--- config.mk ---
export PLATFORM = sky130hd
export DESIGN_NAME = ps_adpcm_block_decoder
export DESIGN_NICKNAME = d
export VERILOG_FILES = /design/src/psadpcm_pkg.sv /design/src/psadpcm_ctrl.sv /design/src/psadpcm_dp.sv /design/src/ps_adpcm_block_decoder.sv
export SDC_FILE = /design/constraint.sdc
export NUM_CORES = 1
export LEC_CHECK = 0
export ABC_AREA = 1
export BUFFER_PORTS_ARGS = -buffer_cell sky130_fd_sc_hd__buf_2
export CAP_MARGIN = 25
export CELL_PAD_IN_SITES_DETAIL_PLACEMENT = 0
export CELL_PAD_IN_SITES_GLOBAL_PLACEMENT = 1
export CORE_MARGIN = 5
export CORE_UTILIZATION = 36
export CTS_BUF_LIST = sky130_fd_sc_hd__clkbuf_16
export DETAILED_ROUTE_END_ITERATION = 10
export PLACE_DENSITY_LB_ADDON = 0.25
export SETUP_SLACK_MARGIN = 0.2
export SLEW_MARGIN = 5
export SYNTH_ARGS = -nofsm -noshare
export SYNTH_HDL_FRONTEND = slang
export SYNTH_SLANG_ARGS = --single-unit
--- constraint.sdc ---
create_clock -name clk -period 8 [get_ports clk]
set_input_delay 1.6 -clock clk [delete_from_list [all_inputs] [get_ports clk]]
set_output_delay 1.6 -clock clk [all_outputs]
set_load 0.05 [all_outputs]
--- src/psadpcm_pkg.sv ---
package psadpcm_pkg;

  localparam int DEF_CHANNELS = 8;

  localparam int CH_PORT_W = 3;
  localparam int SAMPLE_W  = 16;
  localparam int COEF_W    = 8;
  localparam int PROD_W    = 24;
  localparam int PSUM_W    = 25;
  localparam int PRED_W    = PSUM_W - 6;
  localparam int SUM_W     = 20;

  localparam logic [3:0] POS_HEADER = 4'd0;
  localparam logic [3:0] POS_FLAGS  = 4'd1;
  localparam logic [3:0] POS_FIRST  = 4'd2;
  localparam logic [3:0] POS_LAST   = 4'd15;
  localparam logic [2:0] FLAGS_MUTE = 3'h7;

  localparam logic signed [SAMPLE_W-1:0] SAMPLE_MAX = 16'sh7fff;
  localparam logic signed [SAMPLE_W-1:0] SAMPLE_MIN = 16'sh8000;

  typedef enum logic [2:0] {
    S_IDLE,
    S_HEAD,
    S_MUL0,
    S_SUM0,
    S_MUL1,
    S_SUM1
  } state_t;

  typedef struct packed {
    logic take;
    logic head;
    logic mul;
    logic sum;
    logic hi_nibble;
  } cmd_t;

  typedef struct packed {
    logic has_samples;
    logic out_free;
  } status_t;

  // Prediction coefficients; unknown filters predict nothing.
  function automatic logic signed [COEF_W-1:0] coef0(input logic [3:0] f);
    logic signed [COEF_W-1:0] k;
    case (f)
      4'd1:    k = 8'sd60;
      4'd2:    k = 8'sd115;
      4'd3:    k = 8'sd98;
      4'd4:    k = 8'sd122;
      default: k = 8'sd0;
    endcase
    return k;
  endfunction

  function automatic logic signed [COEF_W-1:0] coef1(input logic [3:0] f);
    logic signed [COEF_W-1:0] k;
    case (f)
      4'd2:    k = -8'sd52;
      4'd3:    k = -8'sd55;
      4'd4:    k = -8'sd60;
      default: k = 8'sd0;
    endcase
    return k;
  endfunction

endpackage

--- src/psadpcm_ctrl.sv ---
module psadpcm_ctrl (
  input  logic                 clk,
  input  logic                 rst,
  input  logic                 in_valid,
  output logic                 in_stall,
  input  psadpcm_pkg::status_t status,
  output psadpcm_pkg::cmd_t    cmd
);

  psadpcm_pkg::state_t state, state_next;

  always_ff @(posedge clk) begin
    if (rst) begin
      state <= psadpcm_pkg::S_IDLE;
    end else begin
      state <= state_next;
    end
  end

  always_comb begin
    state_next = state;
    case (state)
      psadpcm_pkg::S_IDLE: begin
        if (in_valid) state_next = psadpcm_pkg::S_HEAD;
      end
      psadpcm_pkg::S_HEAD: begin
        state_next = status.has_samples ? psadpcm_pkg::S_MUL0 : psadpcm_pkg::S_IDLE;
      end
      psadpcm_pkg::S_MUL0: state_next = psadpcm_pkg::S_SUM0;
      psadpcm_pkg::S_SUM0: begin
        // hold until the output register can take the word
        if (status.out_free) state_next = psadpcm_pkg::S_MUL1;
      end
      psadpcm_pkg::S_MUL1: state_next = psadpcm_pkg::S_SUM1;
      psadpcm_pkg::S_SUM1: begin
        if (status.out_free) state_next = psadpcm_pkg::S_IDLE;
      end
      default: state_next = psadpcm_pkg::S_IDLE;
    endcase
  end

  always_comb begin
    in_stall      = 1'b1;
    cmd           = '0;
    case (state)
      psadpcm_pkg::S_IDLE: begin
        in_stall = 1'b0;
        cmd.take = in_valid;
      end
      psadpcm_pkg::S_HEAD: cmd.head = 1'b1;
      psadpcm_pkg::S_MUL0: cmd.mul = 1'b1;
      psadpcm_pkg::S_SUM0: cmd.sum = status.out_free;
      psadpcm_pkg::S_MUL1: begin
        cmd.mul       = 1'b1;
        cmd.hi_nibble = 1'b1;
      end
      psadpcm_pkg::S_SUM1: begin
        cmd.sum       = status.out_free;
        cmd.hi_nibble = 1'b1;
      end
      default: begin
        in_stall = 1'b1;
      end
    endcase
  end

  a_take_then_head: assert property (@(posedge clk) disable iff (rst)
    cmd.take |=> state == psadpcm_pkg::S_HEAD)
    else $error("accepted word not followed by header step");

  a_sum_waits: assert property (@(posedge clk) disable iff (rst)
    (state == psadpcm_pkg::S_SUM0 && !status.out_free) |=> state == psadpcm_pkg::S_SUM0)
    else $error("first sample dropped while output held");

  a_one_cmd: assert property (@(posedge clk) disable iff (rst)
    $onehot0({cmd.take, cmd.head, cmd.mul, cmd.sum}))
    else $error("more than one datapath command at once");

endmodule

--- src/psadpcm_dp.sv ---
module psadpcm_dp #(
  parameter int CHANNELS = psadpcm_pkg::DEF_CHANNELS
) (
  input  logic                                      clk,
  input  logic                                      rst,
  input  psadpcm_pkg::cmd_t                         cmd,
  output psadpcm_pkg::status_t                      status,
  input  logic [psadpcm_pkg::CH_PORT_W-1:0]         channel,
  input  logic [7:0]                                data_byte,
  input  logic                                      new_stream,
  output logic                                      out_valid,
  input  logic                                      out_stall,
  output logic [psadpcm_pkg::CH_PORT_W-1:0]         out_channel,
  output logic signed [psadpcm_pkg::SAMPLE_W-1:0]   sample,
  output logic                                      last_of_run,
  output logic                                      block_end
);

  localparam int CH_W = (CHANNELS > 1) ? $clog2(CHANNELS) : 1;

  // per-channel state
  logic signed [psadpcm_pkg::SAMPLE_W-1:0] prev_arr  [CHANNELS];
  logic signed [psadpcm_pkg::SAMPLE_W-1:0] older_arr [CHANNELS];
  logic [3:0]                              pos_arr   [CHANNELS];
  logic [3:0]                              filt_arr  [CHANNELS];
  logic [3:0]                              shift_arr [CHANNELS];
  logic                                    mute_arr  [CHANNELS];

  // latched word and working registers
  logic [psadpcm_pkg::CH_PORT_W-1:0]       ch_reg;
  logic [7:0]                              byte_reg;
  logic                                    new_reg;
  logic [3:0]                              cur_pos;
  logic signed [psadpcm_pkg::SAMPLE_W-1:0] scaled;
  logic signed [psadpcm_pkg::PROD_W-1:0]   prod0;
  logic signed [psadpcm_pkg::PROD_W-1:0]   prod1;
  logic                                    out_valid_next;

  logic [31:0]                             ch_ext;
  logic [CH_W-1:0]                         idx;
  logic                                    ch_ok;
  logic [3:0]                              pos_eff;
  logic                                    mute_flag;
  logic [3:0]                              nib;
  logic signed [psadpcm_pkg::PSUM_W-1:0]   psum;
  logic signed [psadpcm_pkg::PSUM_W-1:0]   psum_adj;
  logic signed [psadpcm_pkg::PRED_W-1:0]   pred;
  logic signed [psadpcm_pkg::SUM_W-1:0]    total;
  logic signed [psadpcm_pkg::SAMPLE_W-1:0] sat;
  logic                                    muted_now;

  assign ch_ext    = 32'(ch_reg);
  assign idx       = ch_ext[CH_W-1:0];
  assign ch_ok     = ch_ext < 32'(CHANNELS);
  assign pos_eff   = new_reg ? psadpcm_pkg::POS_HEADER : pos_arr[idx];
  assign mute_flag = byte_reg[2:0] == psadpcm_pkg::FLAGS_MUTE;
  assign nib       = cmd.hi_nibble ? byte_reg[7:4] : byte_reg[3:0];
  assign muted_now = mute_arr[idx];

  assign status.has_samples = ch_ok && (pos_eff >= psadpcm_pkg::POS_FIRST);
  assign status.out_free    = !out_valid || !out_stall;

  // divide by 64 toward zero: bias negative sums before the shift
  assign psum     = psadpcm_pkg::PSUM_W'(prod0) + psadpcm_pkg::PSUM_W'(prod1);
  assign psum_adj = psum + {{(psadpcm_pkg::PSUM_W-6){1'b0}}, {6{psum[psadpcm_pkg::PSUM_W-1]}}};
  assign pred     = psum_adj[psadpcm_pkg::PSUM_W-1:6];
  assign total    = psadpcm_pkg::SUM_W'(scaled) + psadpcm_pkg::SUM_W'(pred);

  always_comb begin
    if (total > psadpcm_pkg::SUM_W'(psadpcm_pkg::SAMPLE_MAX)) begin
      sat = psadpcm_pkg::SAMPLE_MAX;
    end else if (total < psadpcm_pkg::SUM_W'(psadpcm_pkg::SAMPLE_MIN)) begin
      sat = psadpcm_pkg::SAMPLE_MIN;
    end else begin
      sat = total[psadpcm_pkg::SAMPLE_W-1:0];
    end
  end

  always_ff @(posedge clk) begin
    if (cmd.take) begin
      ch_reg   <= channel;
      byte_reg <= data_byte;
      new_reg  <= new_stream;
    end
    if (cmd.head) begin
      cur_pos <= pos_eff;
    end
    if (cmd.mul) begin
      scaled <= $signed({nib, 12'b0}) >>> shift_arr[idx];
      prod0  <= psadpcm_pkg::PROD_W'(prev_arr[idx]) *
                psadpcm_pkg::PROD_W'(psadpcm_pkg::coef0(filt_arr[idx]));
      prod1  <= psadpcm_pkg::PROD_W'(older_arr[idx]) *
                psadpcm_pkg::PROD_W'(psadpcm_pkg::coef1(filt_arr[idx]));
    end
  end

  always_ff @(posedge clk) begin
    if (rst) begin
      for (int i = 0; i < CHANNELS; i++) begin
        prev_arr[i]  <= '0;
        older_arr[i] <= '0;
        pos_arr[i]   <= '0;
        filt_arr[i]  <= '0;
        shift_arr[i] <= '0;
        mute_arr[i]  <= 1'b0;
      end
    end else begin
      if (cmd.head && ch_ok) begin
        pos_arr[idx] <= pos_eff + 4'd1;
        if (new_reg) begin
          prev_arr[idx]  <= '0;
          older_arr[idx] <= '0;
          mute_arr[idx]  <= 1'b0;
        end
        if (pos_eff == psadpcm_pkg::POS_HEADER) begin
          filt_arr[idx]  <= byte_reg[7:4];
          shift_arr[idx] <= byte_reg[3:0];
        end
        if (pos_eff == psadpcm_pkg::POS_FLAGS) begin
          mute_arr[idx] <= mute_flag;
          if (mute_flag) begin
            prev_arr[idx]  <= '0;
            older_arr[idx] <= '0;
          end
        end
      end
      if (cmd.sum && !muted_now) begin
        older_arr[idx] <= prev_arr[idx];
        prev_arr[idx]  <= sat;
      end
    end
  end

  assign out_valid_next = cmd.sum || (out_valid && out_stall);

  always_ff @(posedge clk) begin
    if (rst) begin
      out_valid <= 1'b0;
    end else begin
      out_valid <= out_valid_next;
    end
  end

  always_ff @(posedge clk) begin
    if (cmd.sum) begin
      out_channel <= ch_reg;
      sample      <= muted_now ? '0 : sat;
      last_of_run <= cmd.hi_nibble;
      block_end   <= cmd.hi_nibble && (cur_pos == psadpcm_pkg::POS_LAST);
    end
  end

  a_end_is_last: assert property (@(posedge clk) disable iff (rst)
    out_valid |-> (!block_end || last_of_run))
    else $error("block end flagged on first sample of a byte");

  a_mul_pos: assert property (@(posedge clk) disable iff (rst)
    cmd.mul |-> (cur_pos >= psadpcm_pkg::POS_FIRST))
    else $error("sample decode on a header byte");

  a_muted_zero: assert property (@(posedge clk) disable iff (rst)
    (cmd.sum && muted_now) |=> (sample == '0))
    else $error("muted block gave a nonzero sample");

  a_sum_free: assert property (@(posedge clk) disable iff (rst)
    cmd.sum |-> status.out_free)
    else $error("output register overwritten while held");

endmodule

--- src/ps_adpcm_block_decoder.sv ---
// PS-ADPCM block decoder for interleaved channels.
// Input: one raw byte per word (channel, data_byte, new_stream) on in_valid /
// in_stall. Each channel walks its own 16-byte block: byte 0 sets filter and
// shift, byte 1 the flags (7 mutes the block), bytes 2..15 give two samples.
// Output: one sample per word on out_valid / out_stall, with out_channel,
// last_of_run on the second sample of a byte and block_end on the 28th.
// Steps: a header byte is accepted, then its state is looked up. A data byte
// goes through accept, state lookup, then multiply and accumulate for each of
// its two samples, one at a time through the shared two-coefficient multiply /
// saturate path. The output register takes each sample at the end of its
// accumulate step. Bytes for channels at or above CHANNELS are dropped.
// While out_stall is high the sample is held in the output register and the
// decoder waits before producing the next one; in_stall stays high while a
// byte is in work. Reset clears every channel's history, position, filter,
// shift and mute mark, and empties the output register.
module ps_adpcm_block_decoder #(
  parameter int CHANNELS = psadpcm_pkg::DEF_CHANNELS
) (
  input  logic                                    clk,
  input  logic                                    rst,
  input  logic                                    in_valid,
  output logic                                    in_stall,
  input  logic [psadpcm_pkg::CH_PORT_W-1:0]       channel,
  input  logic [7:0]                              data_byte,
  input  logic                                    new_stream,
  output logic                                    out_valid,
  input  logic                                    out_stall,
  output logic [psadpcm_pkg::CH_PORT_W-1:0]       out_channel,
  output logic signed [psadpcm_pkg::SAMPLE_W-1:0] sample,
  output logic                                    last_of_run,
  output logic                                    block_end
);

  psadpcm_pkg::cmd_t    cmd;
  psadpcm_pkg::status_t status;

  psadpcm_ctrl u_ctrl (
    .clk      (clk),
    .rst      (rst),
    .in_valid (in_valid),
    .in_stall (in_stall),
    .status   (status),
    .cmd      (cmd)
  );

  psadpcm_dp #(
    .CHANNELS (CHANNELS)
  ) u_dp (
    .clk         (clk),
    .rst         (rst),
    .cmd         (cmd),
    .status      (status),
    .channel     (channel),
    .data_byte   (data_byte),
    .new_stream  (new_stream),
    .out_valid   (out_valid),
    .out_stall   (out_stall),
    .out_channel (out_channel),
    .sample      (sample),
    .last_of_run (last_of_run),
    .block_end   (block_end)
  );

endmodule
==> out/metrics.csv, run 1 <==
metric,value,unit
critical-path-top-delay-family,adder cells,
period_needed,6.813,ns
synthDistinctLibCells,64,
tightest_slew,1.010,ns
number_of_remaining_drc_errors,0,
post_layout_nonfiller_instances,4576,
post_cts_resize_count,0,
area.growth.synth_to_final,10.09,%
critical_path_arrival,7.16,ns
vias_in_the_first_global_route,23344,
placeableCoreArea,0.08488,mm^2
worst_path_largest_cell_delay,0.78,ns
n_fill_cell,8668,
die-height,302.1,um
dr.pass1.iters,6,
synth_cells,3369,
timing_worst_setup_path_type,flop to flop,
layout_worst_path_cycle_share,85.16,%
fin_worst_skew,0.02327,ns
async_reset_ff_share,0,%
slack_of_the_worst_reg_to_reg_path,1.19,ns
dominantRegCellSynth,sky130_fd_sc_hd__edfxtp_1,
critical_path_peak_fanout,89,
setup_tns,0,ns
hold-path-endpoint,u_ctrl.state[2],
initial_utilization,36.18,%
grt_max_degree,123,
cp-start-kind,flop,
timing_max_transition_violations_final,0,
dpl.hpwl,63930,um
drt_wl_total,91080,um
drtAntennaViolNets,0,
cp_slowest_cell,sky130_fd_sc_hd__buf_4,
yosysWarningCount,0,
place.gp.congestion,0.8515,
worst_r2r_endpoint,u_dp.prod0[23],
numCtsBuffers,54,
placed_instance_count,4478,
io_buffer_count,38,
drtIter0Drc,1732,
root_buffer_cell,sky130_fd_sc_hd__clkbuf_16,
reg2reg_depth,24,
drive_above_1_share,6.876,%
cts.sink_count,468,
critPathRequiredTime,8.34,ns
row_count,107,
fp.dieW,302.1,um
n_antenna_cell,0,
worstHoldPathCells,2,
h-tree-depth,2,
netlist_area,0.03071,mm^2
cp_common_cell,sky130_fd_sc_hd__nand2_1,
min_path_type,flop to flop,
postSynthNetCount,3696,
setup-violations-final,0,
clock_transition_at_the_register_clock_pins_on_the_worst_setup_and_hold_paths_after_cts,0.06,ns
route.detailed.wl_per_inst,19.90,um
post-cts-setup-buffer-count,0,
max_slew_margin,32.67,%
groute.usage.overall,19.89,%
critical_hold_path_startpoint,u_ctrl.state[0],
rsz0062_at_grt,no,
post_synthesis_sequential_area_ratio,45.53,%
grt.overflow.total,0,
max_cap_viol_count,0,
die_area,0.09125,mm^2
vias,23220,
cts_hold_buffers,0,
antenna_found_initial,0,
run_status,"finished, final reports clean",
ys_seq_elements,468,
biggest_registers_after_layout,"u_dp.older_arr: 128 flops, u_dp.prev_arr: 128 flops",
fin_nets,3717,
clock_tree_from_tritoncts,built,
number_of_enable_flip_flop_cells_after_synthesis,461,
io_pins,39,
clock.fmax,0.1468,GHz
grt_first_pass_wirelength,139700,um
max-clock-path-buffers,3,
timing.final.hold_violations,0,
critPathCaptureType,flop,
cp_num_buf_inv,6,
clk-insertion-delay-late,0.61,ns
path_cells,"inv_6, buf_4, nand2_1, a32o_1, nand2_1, nand2_1, inv_1, nand2_1, fa_1, inv_1, fa_1, inv_1, fa_1, inv_1, fa_1, ha_1, a21oi_1, a21boi_0, o21bai_1, a21oi_1, o21ai_0, nand2_1, nand3_1, xor2_1",
syn-mean-instance-area,9.116,um^2
avgViaCountPerCell,5.074,
[worst max path at each step]
stage,cells past startpoint,to
final,24,u_dp.prod0[23]
after global routing,24,u_dp.prod0[23]
after CTS,24,u_dp.prod0[23]
after detailed placement,24,u_dp.prod0[23]
after global placement,24,u_dp.prod0[21]
after floorplan,30,u_dp.prod0[23]
[cell type report]
cell class / instances / area [um^2] / area share, %
clock buffers: 54 / 1351 / 3.997
inverters: 399 / 1505 / 4.452
multi-input cells: 2387 / 14700 / 43.48
flip-flops and latches: 468 / 13990 / 41.38
clock inverters: 44 / 315.3 / 0.9326
repair buffers: 80 / 518.0 / 1.532
well taps: 1144 / 1431 / 4.234
[cells by family (layout without fill, tap and decap cells)]
family,Yosys count,count (layout),share of synthesized area (%)
simple gates,1534,1534,20.05
buf+inv,514,577,6.698
flops,468,468,45.53
compound gates,455,455,9.089
fa+ha+maj,311,311,16.07
xor+xnor,86,86,2.526
mux,1,1,0.03259
[synthesized netlist by cell type (21+ instances only)]
master,count,area share (%)
sky130_fd_sc_hd__inv_1,374,4.6
sky130_fd_sc_hd__nor2_1,646,7.9
sky130_fd_sc_hd__nand2_2,23,0.47
sky130_fd_sc_hd__o22ai_1,21,0.43
sky130_fd_sc_hd__fa_1,139,9.1
sky130_fd_sc_hd__a21oi_1,184,3.0
sky130_fd_sc_hd__nand2_1,730,8.9
sky130_fd_sc_hd__o21ai_0,126,2.1
sky130_fd_sc_hd__xnor2_1,34,0.97
sky130_fd_sc_hd__clkbuf_1,50,0.61
sky130_fd_sc_hd__ha_1,172,7.0
sky130_fd_sc_hd__buf_2,43,0.70
sky130_fd_sc_hd__nand3_1,68,1.1
sky130_fd_sc_hd__a32o_1,60,2.0
sky130_fd_sc_hd__nand4_1,25,0.51
sky130_fd_sc_hd__xor2_1,49,1.4
sky130_fd_sc_hd__edfxtp_1,461,45
[stage by stage]
step / hold slack, ns / util (%) / setup slack [ns] / cell area, um^2
finish: 0.5995 / 39.83 / 1.187 / 33810
global route: 0.6199 / 39.83 / 0.7377 / 33810
CTS: 0.5943 / 39.83 / 1.151 / 33810
detailed placement: 0.5873 / 37.87 / 1.205 / 32140
global placement: 0.5750 / 37.87 / 1.292 / 32140
floorplan: 0.5214 / - / 2.445 / 30710
[routing by layer]
metal	part of all wire (%)	vias up	GRT usage [%]
met1	46	11273	28.17
li1	-	11196	-
met5	0	-	0
met4	3.1	0	5.824
met3	5.2	160	2.813
met2	45	591	32.00
[placed cells by master (no fill, tap or decap), drive strengths merged, types with 4 or more instances in the layout]
cell and n:
a21oi 187, o211ai 4, fa 139, o21ai 143, xnor2 34, a32o 60, nand4 27, ha 172
o221ai 7, clkinv 39, dfxtp 7, o21bai 8, edfxtp 461, nand3 71, a21o 5, xor2 52
buf 80, nand2 754, a31oi 8, nor4 6, clkbuf 54, o22ai 21, inv 399, nor2 648
nor3 22
[tightest hold or removal path, stage by stage (launching register included)]
cell                      delay [ns]
sky130_fd_sc_hd__dfxtp_1        0.33
sky130_fd_sc_hd__nand3_1        0.13
sky130_fd_sc_hd__a31oi_1        0.09
Power of run 1 is not shown: default switching activity piles up to over one toggle a cycle in this logic, so the estimate is an artifact.
==> run 2, diff against run 1 <==
- ABC_AREA: 1 -> unset
==> out/metrics.csv, run 2 <==
metric,value,unit
post_synth_main_area_contributors,"sky130_fd_sc_hd__edfxtp_1 46%, sky130_fd_sc_hd__fa_1 9.3%, sky130_fd_sc_hd__ha_1 7.2%, sky130_fd_sc_hd__mux4_2 6.8%, sky130_fd_sc_hd__nor2_1 5.1%",
numCtsBuffers,51,
yosys.cell_count.top_type,sky130_fd_sc_hd__edfxtp_1,
critical_path_arrival,7.67,ns
fin_worst_skew,0.06223,ns
min_path_type,flop to flop,
place.gp.congestion,0.8451,
rsz0062_at_grt,no,
max_cap_viol_count,0,
run_status,"finished, final reports clean",
clk-insertion-delay-late,0.64,ns
vias_in_the_first_global_route,19828,
number_of_enable_flip_flop_cells_after_synthesis,461,
timing.final.hold_violations,0,
drive_above_1_share,13.57,%
top_library_cells_by_usage_in_the_layout_fill_and_taps_aside,"461 x sky130_fd_sc_hd__edfxtp_1, 406 x sky130_fd_sc_hd__nor2_1, 240 x sky130_fd_sc_hd__inv_1",
cp_slowest_cell,sky130_fd_sc_hd__a31oi_1,
power_density,302.2,mW/mm^2
critPathCaptureType,flop,
dominantRegCellSynth,sky130_fd_sc_hd__edfxtp_1,
flop_pwr_share,30.4,%
grt_first_pass_wirelength,119700,um
timing_max_transition_violations_final,0,
cts.sink_count,468,
drtAntennaViolNets,0,
grt.overflow.total,0,
postSynthNetCount,2828,
number_of_remaining_drc_errors,0,
clock_transition_at_the_register_clock_pins_on_the_worst_setup_and_hold_paths_after_cts,0.06,ns
synth_area_leader_cell,sky130_fd_sc_hd__edfxtp_1,
area.growth.synth_to_final,11.32,%
max_slew_margin,36.05,%
tightest_slew,0.9326,ns
route.detailed.wl_per_inst,21.40,um
die-height,297.7,um
initial_utilization,36.29,%
syn-mean-instance-area,11.92,um^2
cts_hold_buffers,0,
fp.dieW,297.7,um
max-clock-path-buffers,3,
drt_wl_total,78130,um
critical-path-top-delay-family,compound AO/OA/AOI/OAI gates,
layout.cells.most_common,sky130_fd_sc_hd__edfxtp_1,
yosysTopAreaCellShare,46.45,%
vias,18939,
pint,6.107,mW
period_needed,7.357,ns
total_switching_power,3.921,mW
clock_tree_from_tritoncts,built,
clock_power_share,24.0,%
power.share.combinational,45.6,%
worst_path_largest_cell_delay,0.43,ns
grt_max_degree,67,
peakVddDrop,0.1781,mV
final_design_area_no_fill,0.03318,mm^2
antenna_found_initial,1,
dr.pass1.iters,7,
placeableCoreArea,0.08211,mm^2
dpl-instance-area,0.03140,mm^2
die_area,0.08863,mm^2
clock.fmax,0.1359,GHz
avgViaCountPerCell,5.189,
netlist_area,0.02980,mm^2
row_count,105,
root_buffer_cell,sky130_fd_sc_hd__clkbuf_16,
critPathRequiredTime,8.31,ns
n_fill_cell,7711,
setup_tns,0,ns
dpl.hpwl,55930,um
synthDistinctLibCells,76,
fin_nets,2871,
critical_path_peak_fanout,17,
ys_seq_elements,468,
cp_num_buf_inv,2,
biggest_registers_after_layout,"u_dp.older_arr: 128 flops, u_dp.prev_arr: 128 flops",
n_antenna_cell,0,
static-leakage-power,13.42,nW
groute.usage.overall,17.42,%
synth_cells,2501,
async_reset_ff_share,0,%
layout_worst_path_cycle_share,91.96,%
sw_frac_of_total,39.10,%
io_buffer_count,38,
post_synthesis_sequential_area_ratio,46.92,%
cp-start-kind,flop,
drtIter0Drc,1117,
most_used_standard_cells_in_the_synthesized_netlist,"461 x sky130_fd_sc_hd__edfxtp_1, 407 x sky130_fd_sc_hd__nor2_1, 237 x sky130_fd_sc_hd__inv_1",
yosysWarningCount,0,
h-tree-depth,2,
timing_worst_setup_path_type,flop to flop,
setup-violations-final,0,
io_pins,39,
## run 2: kinds of logic after synthesis
logic type | synth area share [%]
fa+ha+maj | 16.56
simple gates | 12.65
compound gates | 7.146
buf+inv | 4.400
mux | 9.203
flops | 46.92
xor+xnor | 3.115
## run 2: power by group through the flow
stage / combinational (mW) / sequential, mW / clock, mW
final: 4.57 / 3.05 / 2.41
after global routing: 5.10 / 3.06 / 2.56
after CTS: 4.60 / 3.05 / 2.46
after detailed placement: 4.57 / 3.10 / 0
after global placement: 4.54 / 3.10 / 0
after floorplan: 3.35 / 3.05 / 0
## run 2: layout make-up
| type | count | area [um^2] | area share (%) |
|---|---|---|---|
| clock buffers | 51 | 1276 | 3.847 |
| clock inverters | 38 | 446.7 | 1.346 |
| inverters | 237 | 889.6 | 2.681 |
| multi-input cells | 1700 | 14670 | 44.22 |
| flip-flops and latches | 468 | 13990 | 42.18 |
| well taps | 1070 | 1339 | 4.035 |
| repair buffers | 86 | 563.0 | 1.697 |
## run 2: metrics by stage
| step | instances | power, mW | utilization (%) | worst slack (ns) | hold slack (ns) |
|---|---|---|---|---|---|
| after CTS | 3649 | 10.12 | 40.35 | 0.4113 | 0.5764 |
| after detailed placement | 3560 | 7.669 | 38.24 | -0.1019 | 0.5651 |
| after global placement | 3560 | 7.633 | 38.24 | 0.1161 | 0.5591 |
| after floorplan | 2501 | 6.406 | - | 1.478 | 0.5152 |
| final | 3650 | 10.03 | 40.40 | 0.6430 | 0.5661 |
| after global routing | 3650 | 10.72 | 40.40 | 0.2200 | 0.5989 |
## run 2: per-layer routing
layer	vias up	track usage (%)	share of wire [%]
met1	9531	23.34	44
met4	0	5.351	3.4
met2	427	29.62	48
li1	8885	-	-
met5	-	0	0
met3	96	2.366	4.6
## run 2: path summary, 6_finish.rpt
| check | start | end | slack [ns] | cells past startpoint |
|---|---|---|---|---|
| worst min-delay path | u_dp.out_valid | u_dp.out_valid | 0.57 | 2 |
| worst max-delay path | u_dp.prod1[0] | u_dp.sample[6] | 0.64 | 27 |
| worst max register to register | u_dp.prod1[0] | u_dp.sample[6] | 0.64 | 27 |
| worst min register to register | u_dp.out_valid | u_dp.out_valid | 0.57 | 2 |
## run 2: what timing repair did
action,CTS,global route
buffers inserted,0,0
setup endpoints to repair,96,133
resized for setup,2,5
## run 2: tightest hold or removal path, cell delays in order, from the launching register on
cell and delay (ns):
sky130_fd_sc_hd__dfxtp_1 0.31, sky130_fd_sc_hd__nand2_1 0.13, sky130_fd_sc_hd__a21oi_1 0.08
Power figures use the tool's default switching activity.
==> run 3, diff against run 2 <==
- CORE_UTILIZATION: 36 -> 49
- CTS_CLUSTER_SIZE: unset -> 14
==> out/metrics.csv, run 3 (synthesized netlist as in run 2, its figures left out) <==
metric,value,unit
run_status,"finished, final reports clean",
row_count,90,
clock_transition_at_the_register_clock_pins_on_the_worst_setup_and_hold_paths_after_cts,0.06,ns
groute.usage.overall,21.86,%
place.gp.congestion,0.8672,
biggest_registers_after_layout,"u_dp.older_arr: 128 flops, u_dp.prev_arr: 128 flops",
dpl-instance-area,0.03101,mm^2
grt_max_degree,71,
peakVddDrop,0.1841,mV
cp_common_cell,sky130_fd_sc_hd__ha_1,
vias,18829,
fin_worst_skew,0.04763,ns
setup_tns,0,ns
vias_in_the_first_global_route,19349,
layout.cells.most_common,sky130_fd_sc_hd__edfxtp_1,
n_fill_cell,5026,
multi_input_comb_area,0.01463,mm^2
post_cts_resize_count,0,
io_pins,39,
cts_hold_buffers,0,
power_density,300.3,mW/mm^2
min_path_type,flop to flop,
root_buffer_cell,sky130_fd_sc_hd__clkbuf_16,
max_slew_margin,38.87,%
drtAntennaViolNets,0,
critical_path_arrival,7.63,ns
cp_slowest_cell,sky130_fd_sc_hd__fa_1,
worst_path_largest_cell_delay,0.40,ns
area.growth.synth_to_final,9.619,%
critPathRequiredTime,8.33,ns
cp-start-kind,flop,
max_cap_viol_count,0,
layout_worst_path_cycle_share,91.31,%
drive_above_1_share,13.21,%
dr.pass1.iters,5,
tightest_slew,0.9169,ns
period_needed,7.305,ns
die_area,0.06585,mm^2
post-cts-setup-buffer-count,0,
timing.final.hold_violations,0,
timing_max_transition_violations_final,0,
rsz0062_at_grt,no,
setup-violations-final,0,
static-leakage-power,13.36,nW
cp_num_buf_inv,2,
final_design_area_no_fill,0.03267,mm^2
top_library_cells_by_usage_in_the_layout_fill_and_taps_aside,"461 x sky130_fd_sc_hd__edfxtp_1, 406 x sky130_fd_sc_hd__nor2_1, 244 x sky130_fd_sc_hd__inv_1",
antenna_found_initial,1,
placeableCoreArea,0.06025,mm^2
clk-insertion-delay-late,0.62,ns
n_antenna_cell,0,
io_buffer_count,38,
critical-path-top-delay-family,compound AO/OA/AOI/OAI gates,
clock_tree_from_tritoncts,built,
initial_utilization,49.47,%
final-seq-area,0.01399,mm^2
grt.overflow.total,0,
drtIter0Drc,1327,
number_of_remaining_drc_errors,0,
numCtsBuffers,49,
fp.dieW,256.6,um
grt_first_pass_wirelength,113000,um
avgViaCountPerCell,5.611,
route.detailed.wl_per_inst,21.56,um
die-height,256.6,um
dpl.hpwl,52530,um
critical_path_peak_fanout,11,
final_util,54.22,%
fin_nets,2864,
clock.fmax,0.1369,GHz
h-tree-depth,2,
timing_worst_setup_path_type,flop to flop,
critPathCaptureType,flop,
max-clock-path-buffers,3,
drt_wl_total,72350,um
cts.sink_count,468,
[run 3: changes by cell type in the layout (fill, tap and decap cells not counted), sizes merged]
cell and delta:
clkbuf -2, clkinvlp -1, buf -5, inv +5, clkinv -2, bufinv -1
[run 3: cell type report]
type,count,area share [%]
clock buffer,49,3.754
clock inverter,39,1.252
inverter,237,2.723
multi-input combinational,1700,44.80
sequential,468,42.83
tap,782,2.995
timing repair buffer,81,1.647
[run 3: path summary, 6_finish.rpt]
| kind | slack [ns] | to | from | depth (start not counted) |
|---|---|---|---|---|
| setup / recovery | 0.70 | u_dp.prev_arr[2][2] | u_dp.prod0[0] | 27 |
| hold / removal | 0.55 | u_dp.out_valid | u_dp.out_valid | 2 |
| setup reg to reg | 0.70 | u_dp.prev_arr[2][2] | u_dp.prod0[0] | 27 |
| hold reg to reg | 0.55 | u_dp.out_valid | u_dp.out_valid | 2 |
[run 3: tightest hold or removal path, stage by stage (launching register included)]
cell                      delay, ns
sky130_fd_sc_hd__dfxtp_1       0.31
sky130_fd_sc_hd__nand2_1       0.12
sky130_fd_sc_hd__a21oi_1       0.08
[run 3: through the flow]
step | cells | power [mW] | setup slack, ns | hold WS (ns)
finish | 3356 | 9.811 | 0.6954 | 0.5490
global route | 3356 | 10.51 | 0.2120 | 0.5703
CTS | 3354 | 9.866 | 0.3755 | 0.5458
detailed placement | 3266 | 7.549 | 0.3689 | 0.5360
global placement | 3266 | 7.517 | 0.5504 | 0.5294
floorplan | 2501 | 6.406 | 1.478 | 0.5152
[run 3: report_power, final]
| part | internal, mW | switching (mW) |
|---|---|---|
| logic | 1.74 | 2.74 |
| registers | 2.96 | 0.0834 |
| clock network | 1.32 | 0.976 |
| total | 6.02 | 3.80 |
[run 3: routing by layer]
layer / wire, um / share of wire (%) / global-route usage [%]
met1: 30820 / 43 / 29.48
met2: 35440 / 49 / 37.29
met3: 3898 / 5.4 / 3.119
met4: 2196 / 3.0 / 6.338
met5: 0 / 0 / 0
